`config.mk`:
```
export PLATFORM = sky130hd
export DESIGN_NAME = ip_range_route_resolver
export DESIGN_NICKNAME = d
export VERILOG_FILES = /design/src/hdl/irr_pkg.sv /design/src/hdl/irr_range_table.sv /design/src/hdl/ip_range_route_resolver.sv
export SDC_FILE = /design/constraint.sdc
export NUM_CORES = 1
export LEC_CHECK = 0
export BUFFER_PORTS_ARGS = -buffer_cell sky130_fd_sc_hd__buf_2
export CORE_MARGIN = 2
export CORE_UTILIZATION = 45
export CTS_CLUSTER_SIZE = 16
export DETAILED_ROUTE_END_ITERATION = 8
export PLACE_DENSITY = 0.58
export SYNTH_ARGS = -nofsm -noshare
export SYNTH_HDL_FRONTEND = slang
export SYNTH_SLANG_ARGS = --single-unit
```
`constraint.sdc`:
```
create_clock -name clk -period 10.65 [get_ports clk]
set_clock_uncertainty 0.05 [all_clocks]
set_input_delay 2.13 -clock clk [delete_from_list [all_inputs] [get_ports clk]]
set_output_delay 2.13 -clock clk [all_outputs]
set_load 0.005 [all_outputs]
```
`src/hdl/irr_pkg.sv`:
```
`timescale 1ns / 1ps

package irr_pkg;

  localparam int ADDR_W  = 16;
  localparam int LINK_W  = 3;
  localparam int ASKER_W = 4;
  localparam int CNT_W   = 4;
  localparam int PORT_W  = 2;
  localparam int ENTRY_W = ASKER_W + ADDR_W;

  localparam logic [CNT_W-1:0] OPEN_COUNT_MAX     = 4'd15;
  localparam logic [CNT_W-1:0] SWITCH_COUNT_RESET = 4'd1;

  localparam logic CMD_OPEN  = 1'b0;
  localparam logic CMD_QUERY = 1'b1;

  localparam logic KIND_ACK = 1'b0;
  localparam logic KIND_ADD = 1'b1;

  localparam logic [PORT_W-1:0] PORT_DROP  = 2'd0;
  localparam logic [PORT_W-1:0] PORT_LOWER = 2'd1;
  localparam logic [PORT_W-1:0] PORT_UPPER = 2'd2;

  typedef struct packed {
    logic              we;
    logic [LINK_W-1:0] link;
    logic [ADDR_W-1:0] lo;
    logic [ADDR_W-1:0] hi;
  } table_wr_t;

endpackage

```
`src/hdl/irr_range_table.sv`:
```
`timescale 1ns / 1ps

module irr_range_table #(
  parameter int DEPTH = 8,
  parameter int IW    = 3
) (
  input  logic                       clk,
  input  logic                       rst,
  input  irr_pkg::table_wr_t         wr,
  input  logic                       rd_en,
  input  logic [IW-1:0]              rd_addr,
  output logic [irr_pkg::ADDR_W-1:0] rd_lo,
  output logic [irr_pkg::ADDR_W-1:0] rd_hi
);

  logic [2*irr_pkg::ADDR_W-1:0] mem [DEPTH];
  logic [DEPTH-1:0]             valid;
  logic [2*irr_pkg::ADDR_W-1:0] rd_data;
  logic                         rd_valid;
  logic                         wr_in_range;
  logic [IW-1:0]                wr_addr;

  assign wr_in_range = (32'(wr.link) < DEPTH);
  assign wr_addr     = IW'(wr.link);

  always_ff @(posedge clk) begin
    if (wr.we && wr_in_range) begin
      mem[wr_addr] <= {wr.lo, wr.hi};
    end
    if (rd_en) begin
      rd_data <= mem[rd_addr];
    end
  end

  always_ff @(posedge clk) begin
    if (rst) begin
      valid    <= '0;
      rd_valid <= 1'b0;
    end else begin
      if (wr.we && wr_in_range) begin
        valid[wr_addr] <= 1'b1;
      end
      if (rd_en) begin
        rd_valid <= valid[rd_addr];
      end
    end
  end

  // never-written entries read as zero
  assign rd_lo = rd_valid ? rd_data[2*irr_pkg::ADDR_W-1:irr_pkg::ADDR_W] : '0;
  assign rd_hi = rd_valid ? rd_data[irr_pkg::ADDR_W-1:0] : '0;

endmodule

```
`src/hdl/ip_range_route_resolver.sv`:
```
`timescale 1ns / 1ps

// Channel   Signals                                              Handshake
// input     command link range_start range_end asker dest_ip     start & !busy
// result    kind reply_link rule_low rule_high forward out_port  result_valid, 1 cycle
//           last
// config    switch_count                                         switch_count_we
//
// An open is accepted from idle; its ACK appears the cycle after acceptance.
// An answered query keeps busy high while it reads n = min(switch_count, MAX_SWITCHES)
// range table entries, one range table read per cycle, and emits its result (no reads
// when n is zero); each drained backlog query first passes S_BL_RD and S_BL_LD.
// A queued query gives no result.
// Synchronous reset clears the table valid bits, open counter and backlog pointers, and sets switch_count to one.
// The receiver cannot stall: each result is on the ports for exactly one cycle.

module ip_range_route_resolver #(
  parameter int MAX_SWITCHES  = 8,
  parameter int BACKLOG_DEPTH = 16
) (
  input  logic                        clk,
  input  logic                        rst,
  input  logic                        start,
  output logic                        busy,
  input  logic                        command,
  input  logic [irr_pkg::LINK_W-1:0]  link,
  input  logic [irr_pkg::ADDR_W-1:0]  range_start,
  input  logic [irr_pkg::ADDR_W-1:0]  range_end,
  input  logic [irr_pkg::ASKER_W-1:0] asker,
  input  logic [irr_pkg::ADDR_W-1:0]  dest_ip,
  input  logic                        switch_count_we,
  input  logic [irr_pkg::CNT_W-1:0]   switch_count,
  output logic                        result_valid,
  output logic                        kind,
  output logic [irr_pkg::LINK_W-1:0]  reply_link,
  output logic [irr_pkg::ADDR_W-1:0]  rule_low,
  output logic [irr_pkg::ADDR_W-1:0]  rule_high,
  output logic                        forward,
  output logic [irr_pkg::PORT_W-1:0]  out_port,
  output logic                        last
);

  localparam int IW = (MAX_SWITCHES > 1) ? $clog2(MAX_SWITCHES) : 1;
  localparam int AW = (BACKLOG_DEPTH > 1) ? $clog2(BACKLOG_DEPTH) : 1;
  localparam int FW = $clog2(BACKLOG_DEPTH + 1);
  localparam logic [4:0]  MAX_N      = 5'(MAX_SWITCHES);
  localparam logic [FW:0] DEPTH_S    = (FW+1)'(BACKLOG_DEPTH);
  localparam logic [FW-1:0] FILL_FULL = FW'(BACKLOG_DEPTH);
  localparam logic [AW-1:0] HEAD_LAST = AW'(BACKLOG_DEPTH - 1);

  localparam logic [2:0] S_IDLE  = 3'd0;
  localparam logic [2:0] S_BL_RD = 3'd1;
  localparam logic [2:0] S_BL_LD = 3'd2;
  localparam logic [2:0] S_SCAN  = 3'd3;
  localparam logic [2:0] S_EMIT  = 3'd4;

  logic [2:0]                  state;
  logic [irr_pkg::CNT_W-1:0]   sw_count;
  logic [irr_pkg::CNT_W-1:0]   open_count;
  logic [irr_pkg::CNT_W-1:0]   open_count_next;
  logic [AW-1:0]               head;
  logic [FW-1:0]               fill;
  logic                        draining;
  logic [irr_pkg::ASKER_W-1:0] q_asker;
  logic [irr_pkg::ADDR_W-1:0]  q_dest;
  logic [4:0]                  rd_idx;
  logic                        cmp_valid;
  logic [4:0]                  cmp_idx;
  logic                        hit;
  logic [4:0]                  win_idx;
  logic [irr_pkg::ADDR_W-1:0]  win_lo;
  logic [irr_pkg::ADDR_W-1:0]  win_hi;

  logic [irr_pkg::ENTRY_W-1:0] bl_mem [BACKLOG_DEPTH];
  logic [irr_pkg::ENTRY_W-1:0] bl_rdata;
  logic                        bl_we;
  logic [FW:0]                 pos_sum;
  logic [FW:0]                 pos_wrap;
  logic [AW-1:0]               bl_waddr;

  irr_pkg::table_wr_t          tbl_wr;
  logic                        tbl_rd_en;
  logic [irr_pkg::ADDR_W-1:0]  t_lo;
  logic [irr_pkg::ADDR_W-1:0]  t_hi;

  logic                        accept;
  logic [4:0]                  n_entries;
  logic                        cur_hit;
  logic                        scan_last;
  logic                        open_drain;

  assign accept    = start && (state == S_IDLE);
  assign busy      = (state != S_IDLE);
  assign n_entries = ({1'b0, sw_count} > MAX_N) ? MAX_N : {1'b0, sw_count};

  assign open_count_next = (open_count == irr_pkg::OPEN_COUNT_MAX) ?
                           open_count : open_count + 4'd1;
  assign open_drain = (open_count_next == sw_count) && (fill != '0);

  assign tbl_wr.we   = accept && (command == irr_pkg::CMD_OPEN);
  assign tbl_wr.link = link;
  assign tbl_wr.lo   = range_start;
  assign tbl_wr.hi   = range_end;
  assign tbl_rd_en   = (state == S_SCAN) && (rd_idx < n_entries);

  assign cur_hit   = cmp_valid && (q_dest >= t_lo) && (q_dest <= t_hi);
  assign scan_last = cmp_valid && (cmp_idx == n_entries - 5'd1);

  assign pos_sum  = (FW+1)'(head) + (FW+1)'(fill);
  assign pos_wrap = (pos_sum >= DEPTH_S) ? pos_sum - DEPTH_S : pos_sum;
  assign bl_waddr = AW'(pos_wrap);
  assign bl_we    = accept && (command == irr_pkg::CMD_QUERY) &&
                    (open_count < sw_count) && (fill != FILL_FULL);

  irr_range_table #(
    .DEPTH(MAX_SWITCHES),
    .IW   (IW)
  ) u_table (
    .clk    (clk),
    .rst    (rst),
    .wr     (tbl_wr),
    .rd_en  (tbl_rd_en),
    .rd_addr(rd_idx[IW-1:0]),
    .rd_lo  (t_lo),
    .rd_hi  (t_hi)
  );

  always_ff @(posedge clk) begin
    if (bl_we) begin
      bl_mem[bl_waddr] <= {asker, dest_ip};
    end
    if (state == S_BL_RD) begin
      bl_rdata <= bl_mem[head];
    end
  end

  always_ff @(posedge clk) begin
    if (rst) begin
      state        <= S_IDLE;
      sw_count     <= irr_pkg::SWITCH_COUNT_RESET;
      open_count   <= '0;
      head         <= '0;
      fill         <= '0;
      draining     <= 1'b0;
      cmp_valid    <= 1'b0;
      result_valid <= 1'b0;
    end else begin
      result_valid <= 1'b0;
      if (switch_count_we) begin
        sw_count <= switch_count;
      end
      unique case (state)
        S_IDLE: begin
          if (accept && (command == irr_pkg::CMD_OPEN)) begin
            open_count   <= open_count_next;
            result_valid <= 1'b1;
            kind         <= irr_pkg::KIND_ACK;
            reply_link   <= link;
            rule_low     <= '0;
            rule_high    <= '0;
            forward      <= 1'b0;
            out_port     <= irr_pkg::PORT_DROP;
            last         <= !open_drain;
            if (open_drain) begin
              draining <= 1'b1;
              state    <= S_BL_RD;
            end
          end else if (accept) begin
            if (open_count < sw_count) begin
              if (fill != FILL_FULL) begin
                fill <= fill + FW'(1);
              end
            end else begin
              q_asker   <= asker;
              q_dest    <= dest_ip;
              rd_idx    <= '0;
              cmp_valid <= 1'b0;
              hit       <= 1'b0;
              state     <= (n_entries == '0) ? S_EMIT : S_SCAN;
            end
          end
        end
        S_BL_RD: begin
          head  <= (head == HEAD_LAST) ? '0 : head + AW'(1);
          fill  <= fill - FW'(1);
          state <= S_BL_LD;
        end
        S_BL_LD: begin
          q_asker   <= bl_rdata[irr_pkg::ENTRY_W-1:irr_pkg::ADDR_W];
          q_dest    <= bl_rdata[irr_pkg::ADDR_W-1:0];
          rd_idx    <= '0;
          cmp_valid <= 1'b0;
          hit       <= 1'b0;
          state     <= (n_entries == '0) ? S_EMIT : S_SCAN;
        end
        S_SCAN: begin
          cmp_valid <= tbl_rd_en;
          cmp_idx   <= rd_idx;
          if (tbl_rd_en) begin
            rd_idx <= rd_idx + 5'd1;
          end
          // later entries override earlier matches
          if (cur_hit) begin
            hit     <= 1'b1;
            win_idx <= cmp_idx;
            win_lo  <= t_lo;
            win_hi  <= t_hi;
          end
          if (scan_last) begin
            state <= S_EMIT;
          end
        end
        S_EMIT: begin
          result_valid <= 1'b1;
          kind         <= irr_pkg::KIND_ADD;
          reply_link   <= irr_pkg::LINK_W'(q_asker - 4'd1);
          rule_low     <= hit ? win_lo : q_dest;
          rule_high    <= hit ? win_hi : q_dest;
          forward      <= hit;
          if (!hit) begin
            out_port <= irr_pkg::PORT_DROP;
          end else if ((6'(win_idx) + 6'd1) < 6'(q_asker)) begin
            out_port <= irr_pkg::PORT_LOWER;
          end else begin
            out_port <= irr_pkg::PORT_UPPER;
          end
          last <= !(draining && (fill != '0));
          if (draining && (fill != '0)) begin
            state <= S_BL_RD;
          end else begin
            draining <= 1'b0;
            state    <= S_IDLE;
          end
        end
        default: begin
          state <= S_IDLE;
        end
      endcase
    end
  end

endmodule

```
Word-level counts from Yosys, hierarchy flattened
Memories as Yosys holds them, arrays and structs flattened. A register that Yosys moved wholly into a read port is not among the register bits.
Cells that the tools add are included.
{"block": "word_totals", "ff_bits": 140, "ram_bits": 576, "inputBits": 64, "word_cells": 173, "n_memories": 2}
{"block": "classes", "n_addsub": 10, "magnitude_cmp": 10, "n_eq_ne": 23, "muxes": 67, "bitwise": 3, "reduce_logical": 33}
{"name": "bl_mem", "depth": 16, "word_bits": 20, "read_ports": 1, "rd_clocked_by_memory_dff": 1, "write_ports": 1, "line": "ip_range_route_resolver.sv:74", "source": "logic [irr_pkg::ENTRY_W-1:0] bl_mem [BACKLOG_DEPTH];"}
{"name": "u_table.mem", "depth": 8, "word_bits": 32, "read_ports": 1, "rd_clocked_by_memory_dff": 1, "write_ports": 1, "line": "irr_range_table.sv:16", "source": "logic [2*irr_pkg::ADDR_W-1:0] mem [DEPTH];"}
{"op": "2-to-1 mux 16 bit", "count": 8}
{"op": "case mux 16 bit (2 select lines)", "count": 3}
{"op": "2-to-1 mux 5 bit", "count": 8}
{"op": "2-to-1 mux 4 bit", "count": 7}
{"op": "2-to-1 mux 3 bit", "count": 7}
{"op": "!= test 2 bit (second input constant)", "count": 9}
{"op": "greater-or-equal comparator 16 bit", "count": 1}
{"op": "<= comparator 16 bit", "count": 1}
{"op": "2-to-1 mux 1 bit", "count": 16}
{"op": "case mux 3 bit (5 select lines)", "count": 1}
{"op": "case mux 5 bit (3 select lines)", "count": 1}
{"op": "logical AND 1 bit", "count": 12}
{"op": "AND reduction 4 bit", "count": 3}
{"op": "AND reduction 6 bit", "count": 2}
{"op": "adder 5 x 1 -> 5 bit (second input constant)", "count": 2}
{"op": "case mux 1 bit (2 select lines)", "count": 5}
{"op": "case mux 5 bit (2 select lines)", "count": 1}
{"op": "AND reduction 5 bit", "count": 2}
{"op": "!= test 3 bit (second input constant)", "count": 3}
{"op": "adder 4 x 1 -> 4 bit (second input constant)", "count": 2}
{"op": "== test 4 bit (second input constant)", "count": 2}
{"op": "less-than comparator 3 x 4 -> 1 bit (second input constant)", "count": 2}
{"op": "bitwise OR 8 bit", "count": 1}
{"op": "case mux 4 bit (2 select lines)", "count": 1}
{"op": "34 further kinds", "count": 46}

Depth between registers and ports, before layout
{"block": "logic_depth", "depth_word": 8, "ltp_mapped": 10, "mapped_depth_nobuf": 10}

By module
A second synthesis with hierarchy kept.
{"block": "unflattened", "cells_unflattened": 1546, "area_unflattened_um2": 30699.4}
{"module": "ip_range_route_resolver", "instances": 1, "cells_each": 1068, "area_per_inst_um2": 19406.1, "seq_area_each_um2": 13913.3}
{"module": "irr_range_table", "instances": 1, "cells_each": 478, "area_per_inst_um2": 11293.3, "seq_area_each_um2": 8828.5}

Least setup slack after synthesis
OpenSTA, ideal clock, no wires.
{"block": "synth_timing", "path_type": "input to register", "start": "in start", "end": "mem u_table.mem[0][0] (netlist bit), enable pin", "setup_time_ns": 0.508, "arrival_ns": 5.766, "slack_ns": 4.326, "cell_stages": 3, "path_cell_list": "nor2b_1 -> nand2_1 -> nor4_1"}
{"block": "synth_via", "elab_chain_cells": 4}
{"element": "from (decl)", "line": "ip_range_route_resolver.sv:23", "source": "input logic start,"}
{"element": "logical AND 1 bit", "line": "ip_range_route_resolver.sv:92", "source": "assign accept = start && (state == S_IDLE);"}
{"element": "logical AND 1 bit", "line": "ip_range_route_resolver.sv:100", "source": "assign tbl_wr.we = accept && (command == irr_pkg::CMD_OPEN);"}
{"element": "2-to-1 mux 1 bit", "line": "irr_range_table.sv:27", "source": "if (wr.we && wr_in_range) begin"}
{"element": "2-to-1 mux 1 bit (implied by the code)", "line": "irr_range_table.sv:28", "source": "mem[wr_addr] <= {wr.lo, wr.hi};"}
{"element": "to (decl)", "line": "irr_range_table.sv:16"}
No other way between the ends.

Worst setup path after layout
{"block": "layout_timing", "start": "in start", "end": "mem bl_mem[15][9] (netlist bit), enable pin"}
{"block": "layout_via", "elab_chain_cells": 6}
{"element": "logical AND 1 bit", "line": "ip_range_route_resolver.sv:92"}
{"element": "logical AND 1 bit (2 in a row)", "line": "ip_range_route_resolver.sv:112", "source": "assign bl_we = accept && (command == irr_pkg::CMD_QUERY) &&"}
{"element": "logical AND 1 bit", "line": "ip_range_route_resolver.sv:113", "source": "(open_count < sw_count) && (fill != FILL_FULL);"}
{"element": "2-to-1 mux 1 bit", "line": "ip_range_route_resolver.sv:129", "source": "if (bl_we) begin"}
{"element": "2-to-1 mux 1 bit (implied by the code)", "line": "ip_range_route_resolver.sv:130", "source": "bl_mem[bl_waddr] <= {asker, dest_ip};"}
{"element": "to (decl)", "line": "ip_range_route_resolver.sv:74"}
No other way between the ends.

==> impl_results.md <==
- First-iteration detailed-routing DRC count: 1,413
- Global placement routability congestion: 0.8354
- Synthesized area: 0.03038 mm2
- Portion of the clock cycle consumed by the worst path in the final layout: 0.3848
- Max Clk Rate: 0.2440 GHz
- Final layout net count: 1,823
- Most used standard cells in the synthesized netlist: sky130_fd_sc_hd__edfxtp_1 (736), sky130_fd_sc_hd__mux4_2 (166), sky130_fd_sc_hd__nand2_1 (108), sky130_fd_sc_hd__nor2_1 (63), sky130_fd_sc_hd__a21oi_1 (60)
- Actual transition at the worst max-transition pin: 1.176 ns
- Run status: completed
- Power spent charging and discharging nets: 0.001529 W
- Port Buffers: 105
- Hold_buf cts: 0
- Count of placed standard cells in the final layout, fillers left out: 2,643
- Clock latency of the later-clocked register in the worst-skew pair: 0.63 ns
- Clock share of power: 0.417
- CP max-delay cell: sky130_fd_sc_hd__nor2_2
- Crit-path cells: buf_2 -> nand2_1 -> nor2_1 -> nand3_1 -> or3_1 -> nor2_2
- Number of levels in the clock H-tree: 3
- Vias post-DR: 14.99k
- Share of flip-flops with an asynchronous set or reset after synthesis: 0
- Number of warnings issued by yosys: 0
- Max-cap violation count: 0
- Crit path launch type: input pin
- Area fraction of the dominant cell type after synthesis: 0.7274
- RSZ-0062 raised after global routing: false
- Time the final worst path needs with I/O delays and setup: 4.098 ns
- Bufs and invs on worst path: 1
- Number of library cell types mapped by synthesis: 57
- Capture instance of the worst register-to-register path: bl_mem[15][9]$_DFFE_PP_
- Worst setup endpoint: bl_mem[15][9]$_DFFE_PP_
- Cell row count: 95
- Register-to-register setup slack: 6.95 ns
- Router iterations before antenna repair: 5
- Die extent in y: 263.8 um
- Largest net degree at the start of global routing: 67
- Overall die width: 263.8 um
- EDFF count, synth: 736
- Wire length of the first global-routing pass: 101,600 um
- Internal power of the cells: 0.005322 W
- Buffer type at the clock tree root: sky130_fd_sc_hd__clkbuf_16
- Portion of total power attributed to sequential cells: 0.504
- Vias in the first global route: 15.23k
- Finish-stage setup viols: 0
- Clock Path Buffers: 3
- Ratio of total power to cell area: 196.8 mW/mm2
- All-Layer GR Usage: 0.2017
- Clock-pin slew reported for the worst setup and hold paths after clock tree synthesis: 0.06 ns
- Area growth from synthesis to layout: 14.57%
- Hold crit path type: reg -> reg
- Remaining DRCs: 0
- Overall die area: 0.06961 mm2
- Average footprint of a synthesized cell: 19.55 um2
- Final HPWL from detailed placement: 43,480 um
- Number of top-level design ports: 106
- Number of instances resized during post-cts repair: 0
- Switching portion of total power: 0.2232
- Worst-path maximum fanout: 20
- #FFs+latches synth: 768
- Peak VDD IR: 0.1169 mV
- Initial standard-cell utilization of the core: 0.4532
- CTS buffer count: 81
- Area contributors post-synth: sky130_fd_sc_hd__edfxtp_1 (73%), sky130_fd_sc_hd__mux4_2 (12%), sky130_fd_sc_hd__ha_1 (2.2%)
- Antenna violations before repair: 5
- Share of layout cells above drive strength 1: 0.2866
- Largest area contributor in the synthesized netlist: sky130_fd_sc_hd__edfxtp_1
- Worst path max stage delay: 0.92 ns
- Relative max-transition margin: 0.2150
- Final-report hold violation count: 0
- Critical path data arrival time: 4.27 ns
- Kind of critical path: in -> reg
- Final number of max-transition violations: 0
- Proportion of power drawn by combinational gates: 0.078
- Share of synthesized area occupied by flip-flops and latches: 0.7485
- Synthesized instance count: 1,554
- Filler Cell Count: 5,352
- Prevailing post-synth register cell: sky130_fd_sc_hd__edfxtp_1
- Final WL: 69,230 um
- Depth of the worst register-to-register path: 7
- Leakage power figure: 11.55 nW
- Setup_tns: 0 ns
- Clock tree from TritonCTS: done
- Post-placement cell count: 2,494
- Core area: 0.06704 mm2
- Per-cell via count in the routed design: 5.673
- Synth Net Count: 1,673
- Congestion Overflow GR: 0
- CP delay by family, top: simple AND/OR/NAND/NOR gates
- Type of element capturing the critical path: register
- Average routed wire per standard cell: 26.19 um
- Antenna Violating Nets Remaining: 0
- CP Launch Point: start
- Number of clock sinks seen by CTS: 768
- Count of buffers added by post-CTS timing repair for setup: 0
- Path length in cells of the critical path: 6
- Source of the worst register-to-register timing path: sw_count[2]$_SDFFE_PP0P_
- Worst EP required: 10.82 ns
- Most frequent cell after synthesis: sky130_fd_sc_hd__edfxtp_1
[sequential cells by signal, summed over array words and instances, names as in the netlist, 2 cells and up]
name             cells
rd_idx               5
sw_count             4
win_lo              16
head                 4
out_port             2
bl_mem             320
u_table.rd_data     32
q_dest              16
rule_high           16
q_asker              4
u_table.valid        8
reply_link           3
u_table.mem        256
fill                 5
bl_rdata            20
cmp_idx              5
state                3
rule_low            16
win_hi              16
win_idx              5
open_count           4
[worst register-to-register path, cell delays in order (launching register included)]
cell and delay (ns):
sky130_fd_sc_hd__dfxtp_1 0.51, sky130_fd_sc_hd__inv_1 0.12, sky130_fd_sc_hd__ha_1 0.23, sky130_fd_sc_hd__a2111oi_0 0.49, sky130_fd_sc_hd__or2_1 0.31, sky130_fd_sc_hd__nand3_1 0.16
sky130_fd_sc_hd__or3_1 0.51, sky130_fd_sc_hd__nor2_2 0.92
[layout make-up]
cell class | count | area [um2] | share of cell area
flip-flops and latches | 768 | 22750 | 0.6535
repair buffers | 132 | 728.2 | 0.02092
multi-input cells | 671 | 7303 | 0.2098
clock inverters | 51 | 628.1 | 0.01804
inverters | 50 | 187.7 | 0.005391
clock buffers | 97 | 2118 | 0.06085
diodes | 1 | 2.502 | 0.00007189
well taps | 873 | 1092 | 0.03138
[routing by layer]
layer | track usage | part of all wire | routed length (um) | up-vias
li1 | - | - | - | 6549
met4 | 0.06265 | 0.023 | 1586 | 6
met3 | 0.04502 | 0.073 | 5026 | 85
met1 | 0.2997 | 0.45 | 31210 | 7854
met2 | 0.2992 | 0.45 | 31360 | 499
met5 | 0 | 0.00058 | 40 | -
[power groups by stage]
stage / logic (W) / clock network [W] / registers (W)
floorplan: 0.000345 / 0 / 0.00349
global placement: 0.000534 / 0 / 0.00352
detailed placement: 0.000540 / 0 / 0.00352
CTS: 0.000542 / 0.00292 / 0.00346
global route: 0.000579 / 0.00304 / 0.00346
finish: 0.000537 / 0.00286 / 0.00345
[cell families after synthesis]
logic type / after synthesis / share of synthesized area
AOI/OAI and AO/OA: 118 / 0.02553
xor gates and xnor gates: 22 / 0.006342
adders and majority gates: 55 / 0.02314
buffers and inverters: 115 / 0.01491
DFF: 768 / 0.7485
muxes: 226 / 0.1450
and+or+nand+nor: 250 / 0.03661
[stage by stage]
stage	setup WS, ns	util	instance area [um2]	hold slack (ns)	total power, W
global route	6.358	0.5193	34810	0.4481	0.007085
detailed placement	5.898	0.4783	32060	0.4084	0.004058
CTS	6.558	0.5192	34810	0.4222	0.006921
global placement	5.988	0.4783	32060	0.3937	0.004049
finish	6.552	0.5193	34810	0.4206	0.006851
floorplan	4.326	-	30380	0.3848	0.003834
[cell usage in the layout, fill, tap and decap left out, types with 12 or more instances in the layout]
| master | count |
|---|---|
| sky130_fd_sc_hd__mux2_2 | 52 |
| sky130_fd_sc_hd__mux4_2 | 166 |
| sky130_fd_sc_hd__edfxtp_1 | 736 |
| sky130_fd_sc_hd__buf_4 | 27 |
| sky130_fd_sc_hd__nor2_2 | 12 |
| sky130_fd_sc_hd__buf_2 | 105 |
| sky130_fd_sc_hd__nand2_1 | 108 |
| sky130_fd_sc_hd__nor2_1 | 48 |
| sky130_fd_sc_hd__clkbuf_1 | 14 |
| sky130_fd_sc_hd__clkbuf_16 | 82 |
| sky130_fd_sc_hd__clkinv_2 | 12 |
| sky130_fd_sc_hd__dfxtp_1 | 29 |
| sky130_fd_sc_hd__ha_1 | 53 |
| sky130_fd_sc_hd__xnor2_1 | 12 |
| sky130_fd_sc_hd__nand3_1 | 13 |
| sky130_fd_sc_hd__a21oi_1 | 60 |
| sky130_fd_sc_hd__inv_1 | 46 |
| sky130_fd_sc_hd__clkinv_1 | 18 |
| sky130_fd_sc_hd__o21ai_0 | 13 |
[how the worst min path moves through the flow]
stage	from	to	slack, ns	depth (start not counted)
2_1_floorplan	u_table.valid[2]$_SDFFE_PP0P_	u_table.valid[2]$_SDFFE_PP0P_	0.38	2
3_3_place_gp	u_table.valid[2]$_SDFFE_PP0P_	u_table.valid[2]$_SDFFE_PP0P_	0.39	2
3_5_place_dp	u_table.valid[2]$_SDFFE_PP0P_	u_table.valid[2]$_SDFFE_PP0P_	0.41	2
4_1_cts	u_table.valid[2]$_SDFFE_PP0P_	u_table.valid[2]$_SDFFE_PP0P_	0.42	2
5_1_grt	cmp_idx[1]$_DFFE_PP_	win_idx[1]$_DFFE_PP_	0.45	0
6_report	u_table.valid[5]$_SDFFE_PP0P_	u_table.valid[5]$_SDFFE_PP0P_	0.42	2
Note: power is estimated with default switching activity, not from simulation.
